File: src/hw/rtl/tomq_pkg.sv
// ----------------------------------------------------------------------------
// tomq_pkg
// Shared types, port widths and codes of the timestamp-ordered message queue.
// ----------------------------------------------------------------------------
package tomq_pkg;

   // default storage geometry
   localparam int DEPTH_DEF     = 16;
   localparam int TIME_BITS_DEF = 32;
   localparam int ID_BITS_DEF   = 16;

   // fixed port widths
   localparam int OP_BITS        = 1;
   localparam int MSG_ID_BITS    = 16;
   localparam int MSG_TIME_BITS  = 32;
   localparam int STATUS_BITS    = 2;
   localparam int OCC_BITS       = 5;
   localparam int MAX_SIZE_BITS  = 5;

   localparam logic [MAX_SIZE_BITS-1:0] MAX_SIZE_RESET = 5'd16;

   // operation codes
   localparam logic [OP_BITS-1:0] OP_PUSH = 1'b0;
   localparam logic [OP_BITS-1:0] OP_POP  = 1'b1;

   // status codes
   localparam logic [STATUS_BITS-1:0] STATUS_DONE  = 2'd0;
   localparam logic [STATUS_BITS-1:0] STATUS_FULL  = 2'd1;
   localparam logic [STATUS_BITS-1:0] STATUS_EMPTY = 2'd2;

   // per-cycle command broadcast along the chain
   typedef struct packed {
      logic push;   // insert the broadcast entry in order
      logic pop;    // every cell takes its right neighbour's entry
   } tomq_cmd_type;

endpackage

File: src/hw/rtl/tomq_cell.sv
// ----------------------------------------------------------------------------
// tomq_cell
// One slot of the sorted chain: keeps, inserts or shifts its entry each cycle.
// ----------------------------------------------------------------------------
module tomq_cell #(
   parameter int TIME_BITS = tomq_pkg::TIME_BITS_DEF,
   parameter int ID_BITS   = tomq_pkg::ID_BITS_DEF
) (
   input  logic                   clock,
   input  logic                   reset,
   input  tomq_pkg::tomq_cmd_type cmd,
   input  logic [TIME_BITS-1:0]   new_time,
   input  logic [ID_BITS-1:0]     new_id,
   input  logic                   left_valid,
   input  logic                   left_le,
   input  logic [TIME_BITS-1:0]   left_time,
   input  logic [ID_BITS-1:0]     left_id,
   input  logic                   right_valid,
   input  logic [TIME_BITS-1:0]   right_time,
   input  logic [ID_BITS-1:0]     right_id,
   output logic                   valid,
   output logic                   le,
   output logic [TIME_BITS-1:0]   slot_time,
   output logic [ID_BITS-1:0]     slot_id
);

   logic                 valid_ff, valid_in;
   logic [TIME_BITS-1:0] time_ff, time_in;
   logic [ID_BITS-1:0]   id_ff, id_in;
   logic                 le_w;

   // entry stays ahead of the new one (equal times keep arrival order)
   assign le_w = valid_ff && (time_ff <= new_time);

   always_comb begin
      valid_in = valid_ff;
      time_in  = time_ff;
      id_in    = id_ff;
      if (cmd.push) begin
         if (le_w) begin
            // keep
         end else if (left_valid && left_le) begin
            valid_in = 1'b1;
            time_in  = new_time;
            id_in    = new_id;
         end else begin
            valid_in = left_valid;
            time_in  = left_time;
            id_in    = left_id;
         end
      end else if (cmd.pop) begin
         valid_in = right_valid;
         time_in  = right_time;
         id_in    = right_id;
      end
   end

   always_ff @(posedge clock) begin
      if (reset) begin
         valid_ff <= 1'b0;
      end else begin
         valid_ff <= valid_in;
      end
   end

   always_ff @(posedge clock) begin
      time_ff <= time_in;
      id_ff   <= id_in;
   end

   assign valid     = valid_ff;
   assign le        = le_w;
   assign slot_time = time_ff;
   assign slot_id   = id_ff;

endmodule

File: src/hw/rtl/timestamp_ordered_message_queue_unit.sv
// ----------------------------------------------------------------------------
// timestamp_ordered_message_queue_unit
// Bounded message queue kept sorted by delivery time in a chain of cells.
// ----------------------------------------------------------------------------
// Usage:
//  - Command channel: a transaction is taken at a rising edge with start high
//    and busy low. req_operation selects push (insert req_message_id ordered
//    by req_deliver_time, after any equal times) or pop (remove the earliest).
//  - Response channel: exactly one response per command, shown for a single
//    cycle with rsp_strobe high, in the cycle after the command. It carries
//    the status (done, full, empty), the popped entry (zero unless a pop
//    succeeded) and the occupancy after the command.
//  - Throughput: one command per cycle while busy is low. Every cell compares
//    its own time with the broadcast one and updates from itself, the new
//    entry or a neighbour in the same cycle, so no command waits for another.
//  - Config channel: csr_max_size sets the capacity limit (values above DEPTH
//    act as DEPTH, zero rejects every push). Write it only while idle.
//  - Reset (synchronous): empties the queue, max_size returns to 16; busy is
//    high for the first cycle after reset.
//  - The receiver cannot stall: responses are never held back.
// ----------------------------------------------------------------------------
module timestamp_ordered_message_queue_unit #(
   parameter int DEPTH     = tomq_pkg::DEPTH_DEF,
   parameter int TIME_BITS = tomq_pkg::TIME_BITS_DEF,
   parameter int ID_BITS   = tomq_pkg::ID_BITS_DEF
) (
   input  logic                                 clock,
   input  logic                                 reset,
   // command channel
   input  logic                                 start,
   output logic                                 busy,
   input  logic [tomq_pkg::OP_BITS-1:0]         req_operation,
   input  logic [tomq_pkg::MSG_ID_BITS-1:0]     req_message_id,
   input  logic [tomq_pkg::MSG_TIME_BITS-1:0]   req_deliver_time,
   // response channel
   output logic                                 rsp_strobe,
   output logic [tomq_pkg::STATUS_BITS-1:0]     rsp_status,
   output logic [tomq_pkg::MSG_ID_BITS-1:0]     rsp_popped_id,
   output logic [tomq_pkg::MSG_TIME_BITS-1:0]   rsp_popped_time,
   output logic [tomq_pkg::OCC_BITS-1:0]        rsp_occupancy,
   // configuration channel
   input  logic                                 csr_valid,
   output logic                                 csr_ready,
   input  logic [tomq_pkg::MAX_SIZE_BITS-1:0]   csr_max_size
);

   localparam int CNT_BITS = $clog2(DEPTH + 1);
   localparam int CMP_BITS = (CNT_BITS > tomq_pkg::MAX_SIZE_BITS) ?
                             CNT_BITS : tomq_pkg::MAX_SIZE_BITS;

   // control state
   logic                                busy_ff;
   logic [tomq_pkg::MAX_SIZE_BITS-1:0]  max_size_ff, max_size_in;
   logic [CNT_BITS-1:0]                 count_ff, count_in;

   // response register
   logic                                strobe_ff;
   logic [tomq_pkg::STATUS_BITS-1:0]    status_ff, status_in;
   logic [tomq_pkg::MSG_ID_BITS-1:0]    pid_ff, pid_in;
   logic [tomq_pkg::MSG_TIME_BITS-1:0]  ptime_ff, ptime_in;
   logic [tomq_pkg::OCC_BITS-1:0]       occ_ff;

   logic                   accept, is_pop, full, empty;
   tomq_pkg::tomq_cmd_type cmd;
   logic [TIME_BITS-1:0]   new_time;
   logic [ID_BITS-1:0]     new_id;

   // chain wiring, one element per cell
   logic [DEPTH-1:0]     cell_valid, cell_le;
   logic [TIME_BITS-1:0] cell_time [DEPTH];
   logic [ID_BITS-1:0]   cell_id   [DEPTH];

   assign accept   = start && !busy_ff;
   assign is_pop   = (req_operation == tomq_pkg::OP_POP);
   assign new_time = TIME_BITS'(req_deliver_time);
   assign new_id   = ID_BITS'(req_message_id);

   // full at DEPTH or at the configured limit, whichever is lower
   assign full  = (count_ff == CNT_BITS'(DEPTH)) ||
                  (CMP_BITS'(count_ff) >= CMP_BITS'(max_size_ff));
   assign empty = !cell_valid[0];

   assign cmd.push = accept && !is_pop && !full;
   assign cmd.pop  = accept && is_pop && !empty;

   // ---------------------------------------------------------------------
   // Sorted chain: slot 0 holds the head. Cell 0 sees a virtual left
   // neighbour that is always ahead, so a new head lands there.
   // ---------------------------------------------------------------------
   for (genvar g = 0; g < DEPTH; g++) begin : g_cell
      logic                 lv, lle, rv;
      logic [TIME_BITS-1:0] lt, rt;
      logic [ID_BITS-1:0]   lid, rid;

      if (g == 0) begin : g_head
         assign lv  = 1'b1;
         assign lle = 1'b1;
         assign lt  = '0;
         assign lid = '0;
      end else begin : g_body
         assign lv  = cell_valid[g-1];
         assign lle = cell_le[g-1];
         assign lt  = cell_time[g-1];
         assign lid = cell_id[g-1];
      end

      if (g == DEPTH - 1) begin : g_tail
         assign rv  = 1'b0;
         assign rt  = '0;
         assign rid = '0;
      end else begin : g_mid
         assign rv  = cell_valid[g+1];
         assign rt  = cell_time[g+1];
         assign rid = cell_id[g+1];
      end

      tomq_cell #(
         .TIME_BITS (TIME_BITS),
         .ID_BITS   (ID_BITS)
      ) u_cell (
         .clock       (clock),
         .reset       (reset),
         .cmd         (cmd),
         .new_time    (new_time),
         .new_id      (new_id),
         .left_valid  (lv),
         .left_le     (lle),
         .left_time   (lt),
         .left_id     (lid),
         .right_valid (rv),
         .right_time  (rt),
         .right_id    (rid),
         .valid       (cell_valid[g]),
         .le          (cell_le[g]),
         .slot_time   (cell_time[g]),
         .slot_id     (cell_id[g])
      );
   end

   // occupancy and response contents
   always_comb begin
      count_in  = count_ff;
      status_in = tomq_pkg::STATUS_DONE;
      pid_in    = '0;
      ptime_in  = '0;
      if (cmd.push) begin
         count_in = count_ff + 1'b1;
      end else if (cmd.pop) begin
         count_in = count_ff - 1'b1;
         pid_in   = tomq_pkg::MSG_ID_BITS'(cell_id[0]);
         ptime_in = tomq_pkg::MSG_TIME_BITS'(cell_time[0]);
      end else if (is_pop) begin
         status_in = tomq_pkg::STATUS_EMPTY;
      end else begin
         status_in = tomq_pkg::STATUS_FULL;
      end
   end

   assign max_size_in = (csr_valid && csr_ready) ? csr_max_size : max_size_ff;

   always_ff @(posedge clock) begin
      if (reset) begin
         busy_ff     <= 1'b1;
         max_size_ff <= tomq_pkg::MAX_SIZE_RESET;
         count_ff    <= '0;
         strobe_ff   <= 1'b0;
      end else begin
         busy_ff     <= 1'b0;
         max_size_ff <= max_size_in;
         count_ff    <= count_in;
         strobe_ff   <= accept;
      end
   end

   // payload of the response; only sampled under the strobe
   always_ff @(posedge clock) begin
      if (accept) begin
         status_ff <= status_in;
         pid_ff    <= pid_in;
         ptime_ff  <= ptime_in;
         occ_ff    <= tomq_pkg::OCC_BITS'(count_in);
      end
   end

   assign busy            = busy_ff;
   assign csr_ready       = !busy_ff;
   assign rsp_strobe      = strobe_ff;
   assign rsp_status      = status_ff;
   assign rsp_popped_id   = pid_ff;
   assign rsp_popped_time = ptime_ff;
   assign rsp_occupancy   = occ_ff;

`ifndef ASSERT_OFF
   // every accepted command yields a response on the next cycle
   a_rsp_follows: assert property (@(posedge clock) disable iff (reset)
      accept |=> rsp_strobe)
      else $error("command without response");

   // number of valid cells equals the occupancy count, which stays within DEPTH
   a_count_match: assert property (@(posedge clock) disable iff (reset)
      ($countones(cell_valid) == count_ff) && (count_ff <= CNT_BITS'(DEPTH)))
      else $error("occupancy count out of step with the chain");

   // head is never later than its successor
   a_head_order: assert property (@(posedge clock) disable iff (reset)
      (cell_valid[0] && cell_valid[1]) |-> (cell_time[0] <= cell_time[1]))
      else $error("head of the chain out of order");
`endif

endmodule

File: config.mk
export PLATFORM = sky130hd
export DESIGN_NAME = timestamp_ordered_message_queue_unit
export DESIGN_NICKNAME = d
export VERILOG_FILES = /design/src/hw/rtl/tomq_pkg.sv /design/src/hw/rtl/tomq_cell.sv /design/src/hw/rtl/timestamp_ordered_message_queue_unit.sv
export SDC_FILE = /design/constraint.sdc
export NUM_CORES = 2
export LEC_CHECK = 0
export BUFFER_PORTS_ARGS = -buffer_cell sky130_fd_sc_hd__buf_2
export CAP_MARGIN = 30
export CELL_PAD_IN_SITES_DETAIL_PLACEMENT = 1
export CELL_PAD_IN_SITES_GLOBAL_PLACEMENT = 2
export CORE_ASPECT_RATIO = 1.25
export CORE_MARGIN = 3
export CORE_UTILIZATION = 40
export DETAILED_ROUTE_END_ITERATION = 8
export GPL_TIMING_DRIVEN = 0
export PLACE_DENSITY = 0.85
export SLEW_MARGIN = 25
export SYNTH_ARGS = -nofsm -noshare
export SYNTH_HDL_FRONTEND = slang
export SYNTH_SLANG_ARGS = --single-unit
File: constraint.sdc
create_clock -name clock -period 29.2 [get_ports clock]
set_input_delay 5.84 -clock clock [delete_from_list [all_inputs] [get_ports clock]]
set_output_delay 5.84 -clock clock [all_outputs]
set_load 0.03 [all_outputs]
### After elaboration in Yosys (flattened, before gate mapping)

Index checks and enable logic that the tools add are counted.

| word-level totals | value |
|---|---|
| flip-flop bits (word level) | 851 |
| output and inout bits | 58 |

| operators by class | value |
|---|---|
| equality and inequality tests | 17 |
| order comparisons | 17 |
| bitwise gates (word level) | 1 |
| $add $sub $neg | 2 |
| reduce and logical (&&, ||, !) cells | 60 |
| multiplexer cells | 193 |

Operators with widths:

| operator | count |
|---|---|
| 32-bit two-way mux | 63 |
| 16-bit two-way mux | 63 |
| 32-bit less-or-equal comparator | 16 |
| 1-bit two-way mux | 64 |
| 1-bit logical AND | 37 |
| 2-bit inequality test (second input constant) | 16 |
| 2-bit AND reduction | 16 |
| 5-bit two-way mux | 2 |
| 5-bit by 1-bit adder with 5-bit output (second input constant) | 1 |
| 5-bit == test (second input constant) | 1 |
| 5-bit >= comparator | 1 |
| 5-bit by 1-bit subtractor with 5-bit output (second input constant) | 1 |
| 2-bit OR reduction | 2 |
| 1-bit logical NOT | 3 |
| 2-bit two-way mux | 1 |
| 2-bit nonzero test | 1 |
| 1-bit logical OR | 1 |
| 1-bit inverter | 1 |

### Logic depth before layout (Yosys ltp)

| depth | value |
|---|---|
| depth in word-level cells | 6 |
| gate-level depth with buffers | 12 |
| gate-level depth less buffers | 8 |

### Hierarchy

Synthesis repeated with hierarchy kept, for this count alone.

| second synthesis, totals | value |
|---|---|
| cells, all modules | 5577 |
| area, all modules | 57074.7 µm² |

By module, submodules not included:

| module | sequential area each (µm²) | cells an instance | area each (µm²) | times used |
|---|---|---|---|---|
| tomq_cell | 1461.4 | 336 | 3394.5 | 16 |
| timestamp_ordered_message_queue_unit | 1891.8 | 201 | 2762.6 | 1 |

### Least setup slack after synthesis

Ideal clock, no wire load.

| timing | value |
|---|---|
| kind | in2reg |
| start point | input start |
| end point | register g_cell[9].u_cell.id_ff[0], enable pin |
| path slack | 15.598 ns |
| buffers on the path | 3 |
| data required time | 28.680 ns |
| stages | 7 |
| arrival | 13.082 ns |
| cell sequence | nor2b_1 and4_1 clkbuf_1 o21ai_1 clkbuf_1 clkbuf_1 o21ai_0 |

| on the way | value |
|---|---|
| cells in the longest elaborated chain, start to end | 5 |

Ends and longest elaborated chain:

| what | line | RTL |
|---|---|---|
| start: declaration | timestamp_ordered_message_queue_unit.sv:30 | `input logic start,` |
| 1-bit logical AND * | timestamp_ordered_message_queue_unit.sv:73 | `assign accept = start && !busy_ff;` |
| 1-bit logical AND, on equally long branches (2 in series) | timestamp_ordered_message_queue_unit.sv:83, timestamp_ordered_message_queue_unit.sv:84 |  |
| 2-bit inequality test (no line) / 2-bit nonzero test (equally long branches) | -- |  |
| 2-bit AND reduction (no line) * | -- |  |
| end signal: assignment | tomq_cell.sv:68 | `id_ff <= id_in;` |
| end: declaration | tomq_cell.sv:29 | `logic [ID_BITS-1:0] id_ff, id_in;` |

Mark *: on every way between the ends. The rest lies on a longest branch, timed or not.
A chain may end at the register's enable or synchronous reset.

### Worst setup path in the final report

| timing | value |
|---|---|
| start point | input req_deliver_time[1] in the netlist's numbering |
| end point | register g_cell[0].u_cell.time_ff[10], enable pin |

| on the way | value |
|---|---|
| cells in the longest elaborated chain, start to end | 4 |

Ends and longest elaborated chain:

| what | line | RTL |
|---|---|---|
| start: declaration | timestamp_ordered_message_queue_unit.sv:34 | `input logic [tomq_pkg::MSG_TIME_BITS-1:0] req_deliver_time,` |
| 32-bit less-or-equal comparator | tomq_cell.sv:33 | `assign le_w = valid_ff && (time_ff <= new_time);` |
| 1-bit logical AND | tomq_cell.sv:33 |  |
| 2-bit inequality test (no line) | -- |  |
| 2-bit AND reduction (no line) | -- |  |
| end signal: assignment | tomq_cell.sv:67 | `time_ff <= time_in;` |
| end: declaration | tomq_cell.sv:28 | `logic [TIME_BITS-1:0] time_ff, time_in;` |

Every way passes these cells.

==> impl_metrics.csv <==
group,metric,value,unit
die,rows,162,
global_routing,antenna_found_initial,22,
status,status,"finished clean",
job,drv_cap,0,
worst_setup_path,critPathLaunch,"req_deliver_time[1]",
clock_tree,root_buffer,"clkbuf_16",
clock_tree,clock-sinks,851,
sta,setup_violations,0,
pwr,power_density,46.9,nW/um^2
synthesis,synth_fp_nets,7093,
global_routing,grt_max_degree,49,
die,die_y,450,microns
clock_tree,tritoncts,"done",
layout,drive_gt1_frac,0.0613,
worst_setup_path,crit_required,29.69,ns
place,place.gp.congestion,0.995,
clock_tree,cts.path.max_buffers,3,
drt,drc,0,
clock_tree,cts_setup_buffers,0,
synthesis,ys_seq_area_frac,0.400,
drt,vias,57546,
clock_tree,insertion_delay,0.76,ns
sta,fin_crit_sh,0.367,
layout,layout_common_cells,"1096 x nand2_1, 823 x edfxtp_1, 751 x o211ai_1",
place,io_buffer_count,115,
synthesis,synth.avg_cell_area,9.70,sq um
synthesis,synth_flop_cell,"edfxtp_1",
pwr,finalPower,3310,uW
worst_setup_path,worstPathArrival,11.22,ns
sta,relSlewSlack,0.251,
synthesis,syn-cell-area,63200,sq um
die,ios,116,
die,dieWidth,362,microns
clock_tree,cts_buffers,97,
pwr,ir_worst_vdd,0.0562,mV
global_routing,grt_overflow,0,
worst_setup_path,path_max_fanout,20,
place,dpl.cell_count,8719,
sta,tightest_slew,1.12,ns
global_routing,grt_pass1_vias,60501,
synthesis,synth.distinct_cells,63,
drt,drtIter0Drc,4897,
synthesis,yosys_warnings,0,
drt,drtPass1Iterations,6,
worst_setup_path,path_class,"input pin to register",
synthesis,syn_inst,6516,
pwr,p_leak,0.0233,uW
sta,hold_viol,0,
sta,grt_setup_unrepaired,"no",
sta,fmax,93.3,MHz
synthesis,async_flop_share,0,
global_routing,grt_usage,0.343,
worst_setup_path,cp-start-kind,"input pin",
layout,nets,7350,
hold_path,min_path_type,"register to register",
clock_tree,cts_resized,0,
sta,period_needed,10.72,ns
clock_tree,cts_hold_repair.buffers,0,
sta,skew,0.0342,ns
die,die-area,163000,sq um
die,start_util,0.404,
clock_tree,clk_pin_slew,0.06,ns
worst_setup_path,reg2reg_from,"g_cell[0].u_cell.slot_time[1]$_DFFE_PP_",
sta,fin_setup_tns,0,ns
drt,avgRoutedWirePerCell,32.2,microns
sta,finalMaxSlewViolations,0,
layout,final_common_cell,"nand2_1",
drt,ant_nets,0,
synthesis,synth_seq_cells,851,
die,core_area,156000,sq um
clock_tree,cts.htree.levels,3,
layout,fill_cells,17734,
drt,wirelength,287000,microns
drt,viasPerCell,6.46,
layout,fin_cells,8903,
place,dp_hpwl,238000,microns
hold_path,min-delay-start,"g_cell[0].u_cell.slot_id[9]$_DFFE_PP_",
worst_setup_path,endpoint_kind,"register",
synthesis,synth-edff-count,823,
global_routing,grt_pass1_wl,408000,microns
layout,layout-area-overhead-vs-synth,11.7,%
==> synthesized netlist by cell type (20+ instances only) <==
cell      number  area [sq um]
a211oi_1      47           353
a21o_1        39           293
a21oi_1      214          1070
a221o_1       20           200
a311o_1       27           270
and2_1        61           382
buf_1         41           154
clkbuf_1     527          1980
dfxtp_1       28           561
edfxtp_1     823         24700
ha_1         519          6490
inv_1        121           454
mux2_2        27           304
mux2i_1      600          6010
nand2_1     1096          4110
nand3_1       82           410
nand4_1      424          2650
nor2_1        77           289
nor2b_1      558          3490
o211ai_1     751          5640
o211ai_2      20           250
o21ai_0       79           395
o221ai_1     100           876
o311ai_0      38           333
==> per-stage QoR <==
stage               cell area, sq um  hold WS (ns)  utilization  setup slack (ns)
CTS                            70500         0.558        0.450             18.61
floorplan                      63200         0.467            -             15.60
global placement               66300         0.533        0.424             10.03
finish                         70600         0.556        0.451             18.48
detailed placement             67400         0.537        0.431             17.86
global route                   70600         0.576        0.451             18.40
==> per-layer routing <==
metal / GRT usage / part of all wire / vias up
met2: 0.573 / 0.47 / 2467
li1: - / - / 25448
met5: 0 / 0.00011 / -
met3: 0.0479 / 0.064 / 904
met4: 0.285 / 0.096 / 6
met1: 0.388 / 0.37 / 28721
==> sequential cells by signal (all words and copies together), names as in the netlist <==
signal / flops
rsp_strobe: 1
count_ff: 5
max_size_ff: 5
g_cell.u_cell.valid: 16
rsp_occupancy: 5
g_cell.u_cell.slot_id: 256
g_cell.u_cell.slot_time: 512
rsp_status: 2
rsp_popped_id: 16
busy: 1
rsp_popped_time: 32
==> final cells by class <==
class	count	area, sq um	area share
clock inverters	55	503	0.00712
inverters	121	454	0.00643
plain buffers	576	2210	0.0313
diodes	3	7.51	0.000106
repair buffers	158	1440	0.0204
clock buffers	121	2610	0.0370
well taps	2050	2560	0.0363
multi-input cells	4968	35500	0.503
flip-flops and latches	851	25300	0.358
==> power breakdown <==
group / total, uW / switching, uW / internal (uW)
logic: 578 / 398 / 180
clock network: 1280 / 582 / 696
registers: 1460 / 51.0 / 1400
total: 3310 / 1030 / 2280
==> cell families (layout without fill, tap and decap cells) <==
| logic type | after synthesis | after routing | synth area share |
|---|---|---|---|
| AOI/OAI and AO/OA | 1436 | 1436 | 0.166 |
| xor gates and xnor gates | 1 | 1 | 0.000139 |
| adders and majority gates | 519 | 519 | 0.103 |
| buffers and inverters | 697 | 1031 | 0.0418 |
| DFF | 851 | 851 | 0.400 |
| muxes | 627 | 627 | 0.0998 |
| other | 0 | 3 | 0 |
| and+or+nand+nor | 2385 | 2385 | 0.189 |
==> worst paths after layout <==
kind	endpoint	slack (ns)	cells past startpoint
worst max-delay path	g_cell[0].u_cell.slot_time[10]$_DFFE_PP_	18.48	14
worst min register to register	rsp_popped_id[9]$_SDFFCE_PP0P_	0.56	1
worst min-delay path	rsp_popped_id[9]$_SDFFCE_PP0P_	0.56	1
worst max register to register	g_cell[0].u_cell.slot_time[10]$_DFFE_PP_	24.04	12
==> worst max-delay path, cell delays in order <==
cell and delay (ns):
buf_2 0.16, inv_1 0.69, ha_1 0.38, nor2b_1 0.13
o211ai_1 0.43, a2111oi_0 0.28, nor4b_1 0.79, o211a_1 0.45
clkbuf_1 0.58, buf_1 0.64, o21ai_4 0.23, buf_8 0.23
buf_16 0.16, buf_16 0.17
Power figures use the tool's default switching activity.
